File: src/rtl/core/bra_pkg.sv
// bra_pkg: shared constants for the bitmap run allocator
// opcodes, status codes, word and field widths
// no dependencies
`timescale 1ns / 1ps

package bra_pkg;

	localparam int MAP_BITS_DEF = 1024;
	localparam int WORD_W       = 32;
	localparam int POS_W        = $clog2(WORD_W);
	localparam int RUN_W        = 12;
	localparam int IDX_FW       = 10;
	localparam int WANT_FW      = 11;
	localparam int BYTES_FW     = 8;
	localparam int BYTES_RESET  = 128;
	localparam int ACT_W        = 11;

	localparam logic [1:0] OP_CLEAR = 2'd0;
	localparam logic [1:0] OP_TEST  = 2'd1;
	localparam logic [1:0] OP_WRITE = 2'd2;
	localparam logic [1:0] OP_SCAN  = 2'd3;

	localparam logic [1:0] ST_OK        = 2'd0;
	localparam logic [1:0] ST_NOT_FOUND = 2'd1;
	localparam logic [1:0] ST_RANGE     = 2'd2;

endpackage

File: src/rtl/core/bra_cell.sv
// bra_cell: one bitmap word of the rotating word ring
// takes its neighbor's word on each shift, cleared by reset or clear_all
// depends on bra_pkg
`timescale 1ns / 1ps

module bra_cell (
	input  logic                       clk,
	input  logic                       arst_n,
	input  logic                       shift,
	input  logic                       clear,
	input  logic [bra_pkg::WORD_W-1:0] d,
	output logic [bra_pkg::WORD_W-1:0] q
);

	logic [bra_pkg::WORD_W-1:0] word_q;

	always_ff @(posedge clk or negedge arst_n) begin
		if (!arst_n) begin
			word_q <= '0;
		end else if (clear) begin
			word_q <= '0;
		end else if (shift) begin
			word_q <= d;
		end
	end

	assign q = word_q;

endmodule

File: src/rtl/core/bra_scan.sv
// bra_scan: free-run search over the word at the head of the ring
// carries the zero run length in from the previous word and out to the next
// depends on bra_pkg
`timescale 1ns / 1ps

module bra_scan #(
	parameter int CNT_W = 5,
	parameter int IDX_W = 12
) (
	input  logic [bra_pkg::WORD_W-1:0]  word,
	input  logic [CNT_W-1:0]            word_idx,
	input  logic [bra_pkg::ACT_W-1:0]   lim,
	input  logic [bra_pkg::RUN_W-1:0]   run_in,
	input  logic [bra_pkg::WANT_FW-1:0] want,
	output logic                        hit,
	output logic [bra_pkg::IDX_FW-1:0]  start,
	output logic [bra_pkg::RUN_W-1:0]   run_out
);

	logic [bra_pkg::RUN_W-1:0] run_len [bra_pkg::WORD_W];
	logic [bra_pkg::WORD_W-1:0] hits;
	logic [bra_pkg::POS_W-1:0] pos;
	logic [IDX_W-1:0] start_full;

	// run of zeros ending at each bit, and whether it is long enough inside the active range
	always_comb begin
		logic [bra_pkg::POS_W-1:0] last_one;
		logic seen;
		logic [bra_pkg::RUN_W:0] ext;
		logic [IDX_W-1:0] gidx;
		for (int j = 0; j < bra_pkg::WORD_W; j++) begin
			last_one = '0;
			seen = 1'b0;
			for (int k = 0; k < bra_pkg::WORD_W; k++) begin
				if (k <= j && word[k]) begin
					last_one = bra_pkg::POS_W'(k);
					seen = 1'b1;
				end
			end
			ext = {1'b0, run_in} + (bra_pkg::RUN_W + 1)'(j + 1);
			if (seen) begin
				run_len[j] = bra_pkg::RUN_W'(j) - bra_pkg::RUN_W'(last_one);
			end else begin
				run_len[j] = ext[bra_pkg::RUN_W] ? '1 : ext[bra_pkg::RUN_W-1:0];
			end
			gidx = IDX_W'({word_idx, bra_pkg::POS_W'(j)});
			hits[j] = (run_len[j] >= bra_pkg::RUN_W'(want)) && (gidx < IDX_W'(lim));
		end
	end

	// lowest hit wins
	always_comb begin
		pos = '0;
		for (int j = bra_pkg::WORD_W - 1; j >= 0; j--) begin
			if (hits[j]) begin
				pos = bra_pkg::POS_W'(j);
			end
		end
	end

	assign hit        = |hits;
	assign run_out    = run_len[bra_pkg::WORD_W-1];
	assign start_full = IDX_W'({word_idx, pos}) + IDX_W'(1) - IDX_W'(want);
	assign start      = start_full[bra_pkg::IDX_FW-1:0];

endmodule

File: src/rtl/core/bitmap_run_allocator_unit.sv
// bitmap_run_allocator_unit: first-fit allocation bitmap held in a ring of word cells
// instantiates bra_cell (one per 32-bit word) and bra_scan (head-of-ring search)
// depends on bra_pkg
//
// usage: items arrive on s_t* with the opcode in s_tuser; each item gives one
// transfer on m_t* with the status in m_tuser. bytes_in_use is written over
// cfg_valid/cfg_data (always ready); the user must write it only while the
// block is idle, as the block itself does not enforce it. clear_all zeroes
// every word at the accepting edge; its result is offered from the hold state
// once the output register is free. test, write and scan rotate the whole
// ring of NUM_WORDS words (32 for a 1024-bit map) once, one word per cycle
// past the scan cell at its head, then offer their result from the hold state.
// one item is worked on at a time: a new item is taken as soon as the last
// result sits in the output register, even if the receiver has not taken it yet.
// if the receiver stalls, the next result waits in the block and no further
// item is taken.
// reset clears the whole map and sets bytes_in_use to 128.
`timescale 1ns / 1ps

module bitmap_run_allocator_unit #(
	parameter int MAP_BITS = bra_pkg::MAP_BITS_DEF
) (
	input  logic        clk,
	input  logic        arst_n,
	input  logic        s_tvalid,
	output logic        s_tready,
	input  logic [23:0] s_tdata,  // bit_index[9:0], bit_value[10], run_length[21:11]
	input  logic [1:0]  s_tuser,  // opcode[1:0]
	output logic        m_tvalid,
	input  logic        m_tready,
	output logic [15:0] m_tdata,  // start_index[9:0], bit_read[10]
	output logic [1:0]  m_tuser,  // status[1:0]
	input  logic        cfg_valid,
	output logic        cfg_ready,
	input  logic [7:0]  cfg_data
);

	localparam int NUM_WORDS = (MAP_BITS + bra_pkg::WORD_W - 1) / bra_pkg::WORD_W;
	localparam int CNT_W     = (NUM_WORDS > 1) ? $clog2(NUM_WORDS) : 1;
	localparam int IDX_W     = (CNT_W + bra_pkg::POS_W > 12) ? CNT_W + bra_pkg::POS_W : 12;
	localparam int CAP       = (MAP_BITS < 2040) ? MAP_BITS : 2040;

	typedef enum logic [1:0] {S_IDLE, S_RUN, S_HOLD} state_t;

	state_t state_q;
	logic [CNT_W-1:0] cnt_q;
	logic [1:0] op_q;
	logic [bra_pkg::IDX_FW-1:0] idx_q;
	logic val_q;
	logic [bra_pkg::WANT_FW-1:0] want_q;
	logic in_range_q;
	logic found_q;
	logic [bra_pkg::IDX_FW-1:0] start_q;
	logic read_q;
	logic [bra_pkg::RUN_W-1:0] run_q;
	logic m_tvalid_q;
	logic [1:0] m_status_q;
	logic [bra_pkg::IDX_FW-1:0] m_start_q;
	logic m_read_q;
	logic [bra_pkg::BYTES_FW-1:0] bytes_q;

	logic [bra_pkg::WORD_W-1:0] cell_q [NUM_WORDS];
	logic [bra_pkg::WORD_W-1:0] head;
	logic [bra_pkg::WORD_W-1:0] tail;
	logic accept;
	logic clear_all;
	logic [bra_pkg::ACT_W-1:0] act_bits;
	logic [bra_pkg::ACT_W-1:0] lim;
	logic at_word;
	logic touch;
	logic scan_en;
	logic last;
	logic hold_ok;
	logic scan_hit;
	logic [bra_pkg::IDX_FW-1:0] scan_start;
	logic [bra_pkg::RUN_W-1:0] scan_run;
	logic [1:0] hold_status;

	assign accept    = s_tvalid && s_tready;
	assign s_tready  = (state_q == S_IDLE);
	assign clear_all = accept && (s_tuser == bra_pkg::OP_CLEAR);
	assign cfg_ready = 1'b1;

	assign act_bits = {bytes_q, 3'b000};
	assign lim      = (act_bits > bra_pkg::ACT_W'(CAP)) ? bra_pkg::ACT_W'(CAP) : act_bits;

	assign head    = cell_q[0];
	assign at_word = IDX_W'(idx_q[bra_pkg::IDX_FW-1:bra_pkg::POS_W]) == IDX_W'(cnt_q);
	assign touch   = in_range_q && at_word;
	assign scan_en = (op_q == bra_pkg::OP_SCAN) && (want_q != '0) && !found_q;
	assign last    = (cnt_q == CNT_W'(NUM_WORDS - 1));
	assign hold_ok = !m_tvalid_q || m_tready;

	always_comb begin
		tail = head;
		if (op_q == bra_pkg::OP_WRITE && touch) begin
			tail[idx_q[bra_pkg::POS_W-1:0]] = val_q;
		end
	end

	always_comb begin
		case (op_q)
			bra_pkg::OP_CLEAR: hold_status = bra_pkg::ST_OK;
			bra_pkg::OP_TEST,
			bra_pkg::OP_WRITE: hold_status = in_range_q ? bra_pkg::ST_OK : bra_pkg::ST_RANGE;
			bra_pkg::OP_SCAN:  hold_status = found_q ? bra_pkg::ST_OK : bra_pkg::ST_NOT_FOUND;
			default:           hold_status = bra_pkg::ST_OK;
		endcase
	end

	for (genvar g = 0; g < NUM_WORDS; g++) begin : g_ring
		logic [bra_pkg::WORD_W-1:0] d_in;
		if (g == NUM_WORDS - 1) begin : g_tail
			assign d_in = tail;
		end else begin : g_mid
			assign d_in = cell_q[g+1];
		end
		bra_cell u_cell (
			.clk    (clk),
			.arst_n (arst_n),
			.shift  (state_q == S_RUN),
			.clear  (clear_all),
			.d      (d_in),
			.q      (cell_q[g])
		);
	end

	bra_scan #(
		.CNT_W (CNT_W),
		.IDX_W (IDX_W)
	) u_scan (
		.word     (head),
		.word_idx (cnt_q),
		.lim      (lim),
		.run_in   (run_q),
		.want     (want_q),
		.hit      (scan_hit),
		.start    (scan_start),
		.run_out  (scan_run)
	);

	always_ff @(posedge clk or negedge arst_n) begin
		if (!arst_n) begin
			bytes_q <= bra_pkg::BYTES_FW'(bra_pkg::BYTES_RESET);
		end else if (cfg_valid && cfg_ready) begin
			bytes_q <= cfg_data;
		end
	end

	always_ff @(posedge clk or negedge arst_n) begin
		if (!arst_n) begin
			state_q    <= S_IDLE;
			cnt_q      <= '0;
			m_tvalid_q <= 1'b0;
			op_q       <= bra_pkg::OP_CLEAR;
			idx_q      <= '0;
			val_q      <= 1'b0;
			want_q     <= '0;
			in_range_q <= 1'b0;
			found_q    <= 1'b0;
			start_q    <= '0;
			read_q     <= 1'b0;
			run_q      <= '0;
			m_status_q <= bra_pkg::ST_OK;
			m_start_q  <= '0;
			m_read_q   <= 1'b0;
		end else begin
			if (m_tvalid_q && m_tready && state_q != S_HOLD) begin
				m_tvalid_q <= 1'b0;
			end
			case (state_q)
				S_IDLE: begin
					if (accept) begin
						op_q       <= s_tuser;
						idx_q      <= s_tdata[9:0];
						val_q      <= s_tdata[10];
						want_q     <= s_tdata[21:11];
						in_range_q <= bra_pkg::ACT_W'(s_tdata[9:0]) < lim;
						cnt_q      <= '0;
						found_q    <= 1'b0;
						start_q    <= '0;
						read_q     <= 1'b0;
						run_q      <= '0;
						state_q    <= (s_tuser == bra_pkg::OP_CLEAR) ? S_HOLD : S_RUN;
					end
				end
				S_RUN: begin
					cnt_q <= cnt_q + CNT_W'(1);
					if (op_q == bra_pkg::OP_TEST && touch) begin
						read_q <= head[idx_q[bra_pkg::POS_W-1:0]];
					end
					if (scan_en) begin
						run_q <= scan_run;
						if (scan_hit) begin
							found_q <= 1'b1;
							start_q <= scan_start;
						end
					end
					if (last) begin
						state_q <= S_HOLD;
					end
				end
				S_HOLD: begin
					if (hold_ok) begin
						m_tvalid_q <= 1'b1;
						m_status_q <= hold_status;
						m_start_q  <= start_q;
						m_read_q   <= read_q;
						state_q    <= S_IDLE;
					end
				end
				default: begin
					state_q <= S_IDLE;
				end
			endcase
		end
	end

	assign m_tvalid = m_tvalid_q;
	assign m_tuser  = m_status_q;
	assign m_tdata  = {5'b00000, m_read_q, m_start_q};

	// non-clear items rotate the full ring before the result is ready
	assert property (@(posedge clk) disable iff (!arst_n)
		(accept && s_tuser != bra_pkg::OP_CLEAR) |-> ##(NUM_WORDS + 1) (state_q == S_HOLD))
		else $error("ring rotation length wrong");

	// results only leave the hold state
	assert property (@(posedge clk) disable iff (!arst_n)
		$rose(m_tvalid) |-> $past(state_q == S_HOLD))
		else $error("result without hold");

	// failed items carry a zero start index and a zero bit_read
	assert property (@(posedge clk) disable iff (!arst_n)
		(m_tvalid && m_tuser != bra_pkg::ST_OK) |-> (m_tdata[9:0] == '0 && !m_tdata[10]))
		else $error("nonzero payload on failed item");

	// word counter stays inside the ring
	assert property (@(posedge clk) disable iff (!arst_n)
		(state_q == S_RUN) |-> (IDX_W'(cnt_q) < IDX_W'(NUM_WORDS)))
		else $error("word counter out of ring");

	// a found run starts inside the active range
	assert property (@(posedge clk) disable iff (!arst_n)
		(state_q == S_HOLD && op_q == bra_pkg::OP_SCAN && found_q)
		|-> (bra_pkg::ACT_W'(start_q) < lim))
		else $error("run start outside active range");

endmodule

File: config.mk
export PLATFORM = sky130hd
export DESIGN_NAME = bitmap_run_allocator_unit
export DESIGN_NICKNAME = d
export VERILOG_FILES = /design/src/rtl/core/bra_pkg.sv /design/src/rtl/core/bra_cell.sv /design/src/rtl/core/bra_scan.sv /design/src/rtl/core/bitmap_run_allocator_unit.sv
export SDC_FILE = /design/constraint.sdc
export NUM_CORES = 2
export LEC_CHECK = 0
export BUFFER_PORTS_ARGS = -buffer_cell sky130_fd_sc_hd__buf_2
export CORE_UTILIZATION = 55
export DETAILED_ROUTE_END_ITERATION = 10
export GPL_ROUTABILITY_DRIVEN = 0
export HOLD_SLACK_MARGIN = 0.08
export MAX_ROUTING_LAYER = met4
export PLACE_DENSITY = 0.76
export RECOVER_POWER = 50
export SETUP_SLACK_MARGIN = 0.02
export SLEW_MARGIN = 15
export SYNTH_ARGS = -nofsm -noshare
export SYNTH_HDL_FRONTEND = slang
export SYNTH_SLANG_ARGS = --single-unit
File: constraint.sdc
create_clock -name clk -period 8.39 [get_ports clk]
set_input_delay 1.678 -clock clk [delete_from_list [all_inputs] [get_ports clk]]
set_output_delay 1.678 -clock clk [all_outputs]
set_load 0.03 [all_outputs]
==> results.cfg <==
[timing]
max_slew_margin_pct = -231
period_minus_slack_ns = 7.91
fin_crit_sh_pct = 94.2
rsz0062_at_grt = no
setup_slack_ns = 0.484
final.setup.tns_ns = 0
worst_pin_slew_ns = 4.96
fin_skew_ns = 0.0299
slew_violations = 935
max_freq_mhz = 126
finalHoldViolCount = 0
finalSetupViolCount = 0

[cells_and_area]
final-seq-area_mm2 = 0.0276
syn2layout_area_growth_pct = 10.1
final_common_cell = dfrtp_1
mostFrequentLayoutCells = dfrtp_1, a22o_1, ha_1
multi_input_area_mm2 = 0.0280
drive_above_1_share_pct = 10.4
fillerInstances = 8153
fin_nets = 5747
fin_util_pct = 61.1

[pwr]
p_leak_uw = 0.0307
pwr-share-comb_pct = 49.3
p_int_uw = 12900
power_uw = 22500
power_density_mw_per_mm2 = 354
clkPwrFrac_pct = 21.6
switching_share_pct = 42.6
irDropWorstVdd_uv = 512
p_switching_uw = 9570
seqPwrFrac_pct = 29.1

[grt]
grt_max_degree = 242
grt_pass1_vias = 43976
grt_pass1_wl_um = 252000
grt-ovfl-total = 0
grt_usage_pct = 30.7
grt_antenna_before_repair = 4

[cts]
cts_buffer_depth = 3
tritoncts = built
clk-insertion-delay-late_ns = 0.70
postCtsSetupRepairBufs = 0
clk_pin_slew_worst_paths_ns = 0.06
htreeDepth = 3
cts.sinks = 1102
cts-root-buf = clkbuf_16
cts_made_buffers = 104

[logic_synthesis]
synth-seq-cells = 1102
synth_edf_count = 0
synth_area_per_cell_um2 = 10.8
synth_ff_type = dfrtp_1
ys_warn_count = 0
synth.distinct_cells = 88
synth-seq-area-share_pct = 47.9
synth_area_mm2 = 0.0575
async_flop_share_pct = 100
syn-instance-count = 5305

[floorplan]
die_w_um = 325
fp.dieH_um = 325
design.core.area_mm2 = 0.104
io_pins = 60
initial_core_util_pct = 55.5
rows = 118
fp.dieArea_mm2 = 0.106

[setup_path]
worstSetupStartpointType = flop
cpMostUsedCell = a21oi_1
crit_slowest_cell = a2111oi_0
cp.arrival_ns = 8.45
critPathKind = flop to flop
cp_max_fo = 8
critPathCaptureType = flop
crit_required_ns = 8.93
cpPeakStageDelay_ns = 0.98

[route]
ant_nets = 0
wl_per_cell_um = 23.5
via_per_inst = 6.69
wirelength_um = 158000
dr.pass1.iters = 9
num_vias = 45113
drc_errors = 0
drtIter0Drc = 5856

[placed_design]
pre_cts_ws_ns = 0.566
hpwl_um = 103000
portBuffers = 51

[hold_path]
hold_path.class = flop to flop

[status]
status = finished with violations
violations = max-capacitance violations, max-slew violations

[flow_run]
cap_viol_max_count = 9
timing repair:
item | in CTS | in global routing
hold buffers | 0 | 0
resized for setup | 0 | 3
endpoints found under the setup margin | 0 | 1
stage by stage:
| step | cell area (um^2) | cells | hold slack, ns |
|---|---|---|---|
| 2_1_floorplan | 57500 | 5309 | 0.437 |
| 3_3_place_gp | 59800 | 6547 | 0.467 |
| 3_5_place_dp | 59800 | 6547 | 0.472 |
| 4_1_cts | 63400 | 6740 | 0.487 |
| 5_1_grt | 63400 | 6744 | 0.504 |
| 6_report | 63400 | 6744 | 0.484 |
critical path, delay by kind of cell, from the launching register on:
kind                       cells  cell delay [ns]
buffers and inverters          3             0.47
xor gates and xnor gates       1             0.16
AOI/OAI and AO/OA             16             3.66
DFF                            1             0.51
adders and majority gates      4             1.26
and+or+nand+nor                7             1.68
power by group through the flow:
stage | logic (uW) | clock network (uW) | registers, uW
floorplan | 7320 | 0 | 6390
global placement | 10300 | 0 | 6580
detailed placement | 10600 | 0 | 6610
CTS | 10700 | 4960 | 6520
global route | 12100 | 5170 | 6610
finish | 11100 | 4860 | 6530
cell type report:
type,count,share of cell area [%]
inverters,84,0.498
clock buffers,141,4.67
flip-flops and latches,1102,43.5
repair buffers,281,3.29
diodes,4,0.0158
multi-input cells,3700,44.3
clock inverters,52,1.01
well taps,1380,2.73
path summary, 6_finish.rpt:
| check | depth (start not counted) | from | endpoint | slack [ns] |
|---|---|---|---|---|
| max | 31 | g_ring[0].u_cell.q[7] | start_q[9] | 0.48 |
| min | 2 | g_ring[31].u_cell.q[5] | g_ring[31].u_cell.q[5] | 0.48 |
| max reg2reg | 31 | g_ring[0].u_cell.q[7] | start_q[9] | 0.48 |
| min reg2reg | 2 | g_ring[31].u_cell.q[5] | g_ring[31].u_cell.q[5] | 0.48 |
| max in group asynchronous | 2 | arst_n | g_ring[19].u_cell.q[12] | 1.31 |
| min in group asynchronous | 1 | arst_n | g_ring[18].u_cell.q[22] | 2.78 |
cells in the mapped netlist (11+ instances only):
master / count / area (um^2)
a311oi_1: 27 / 236
ha_1: 434 / 5430
mux2i_1: 58 / 581
nor3_1: 76 / 380
o31ai_1: 22 / 165
a21oi_1: 344 / 1720
and3_1: 23 / 144
nor2_1: 292 / 1100
o21bai_1: 11 / 82.6
nand3_1: 71 / 355
a31oi_1: 57 / 357
clkbuf_1: 372 / 1400
nor2b_1: 20 / 125
o21a_1: 32 / 240
o22ai_1: 11 / 68.8
a211oi_1: 57 / 428
and2_1: 15 / 93.8
or4_1: 11 / 82.6
o21ai_0: 191 / 956
a211o_1: 13 / 114
buf_2: 11 / 55.1
o211ai_1: 22 / 165
a21o_1: 73 / 548
xor2_1: 60 / 526
a2111oi_0: 17 / 149
xnor2_1: 114 / 998
a22o_1: 992 / 8690
a22oi_1: 12 / 90.1
nand4_1: 29 / 181
inv_1: 78 / 293
mux2_2: 46 / 518
dfrtp_1: 1101 / 27600
nand2b_1: 66 / 413
buf_1: 30 / 113
nand2_1: 291 / 1090
or2_2: 11 / 68.8
or3_1: 18 / 113
nor4_1: 19 / 119
metal layers:
layer / part of all wire [%] / vias up / track usage (%)
met5: 0 / - / -
met3: 10 / 790 / 7.59
met1: 41 / 21948 / 41.5
met4: 7.2 / 0 / 17.9
met2: 41 / 2334 / 41.9
li1: - / 20041 / -
registers in the layout (all words and copies together) (netlist names):
register and flops:
m_tuser 2, g_ring.u_cell.q 1024, cnt_q 5, read_q 1, m_tvalid 1, idx_q 10
m_start_q 10, found_q 1, m_read_q 1, want_q 11, start_q 10, op_q 2
val_q 1, run_q 12, in_range_q 1, state_q 2, bytes_q 8
cells by family after synthesis:
kind of cell               synth area share (%)
adders and majority gates                  9.47
AOI/OAI and AO/OA                          26.3
xor gates and xnor gates                   2.65
other                                    0.0131
buffers and inverters                      3.40
and+or+nand+nor                            7.95
DFF                                        47.9
muxes                                      2.30
Note: power is estimated with default switching activity, not from simulation.
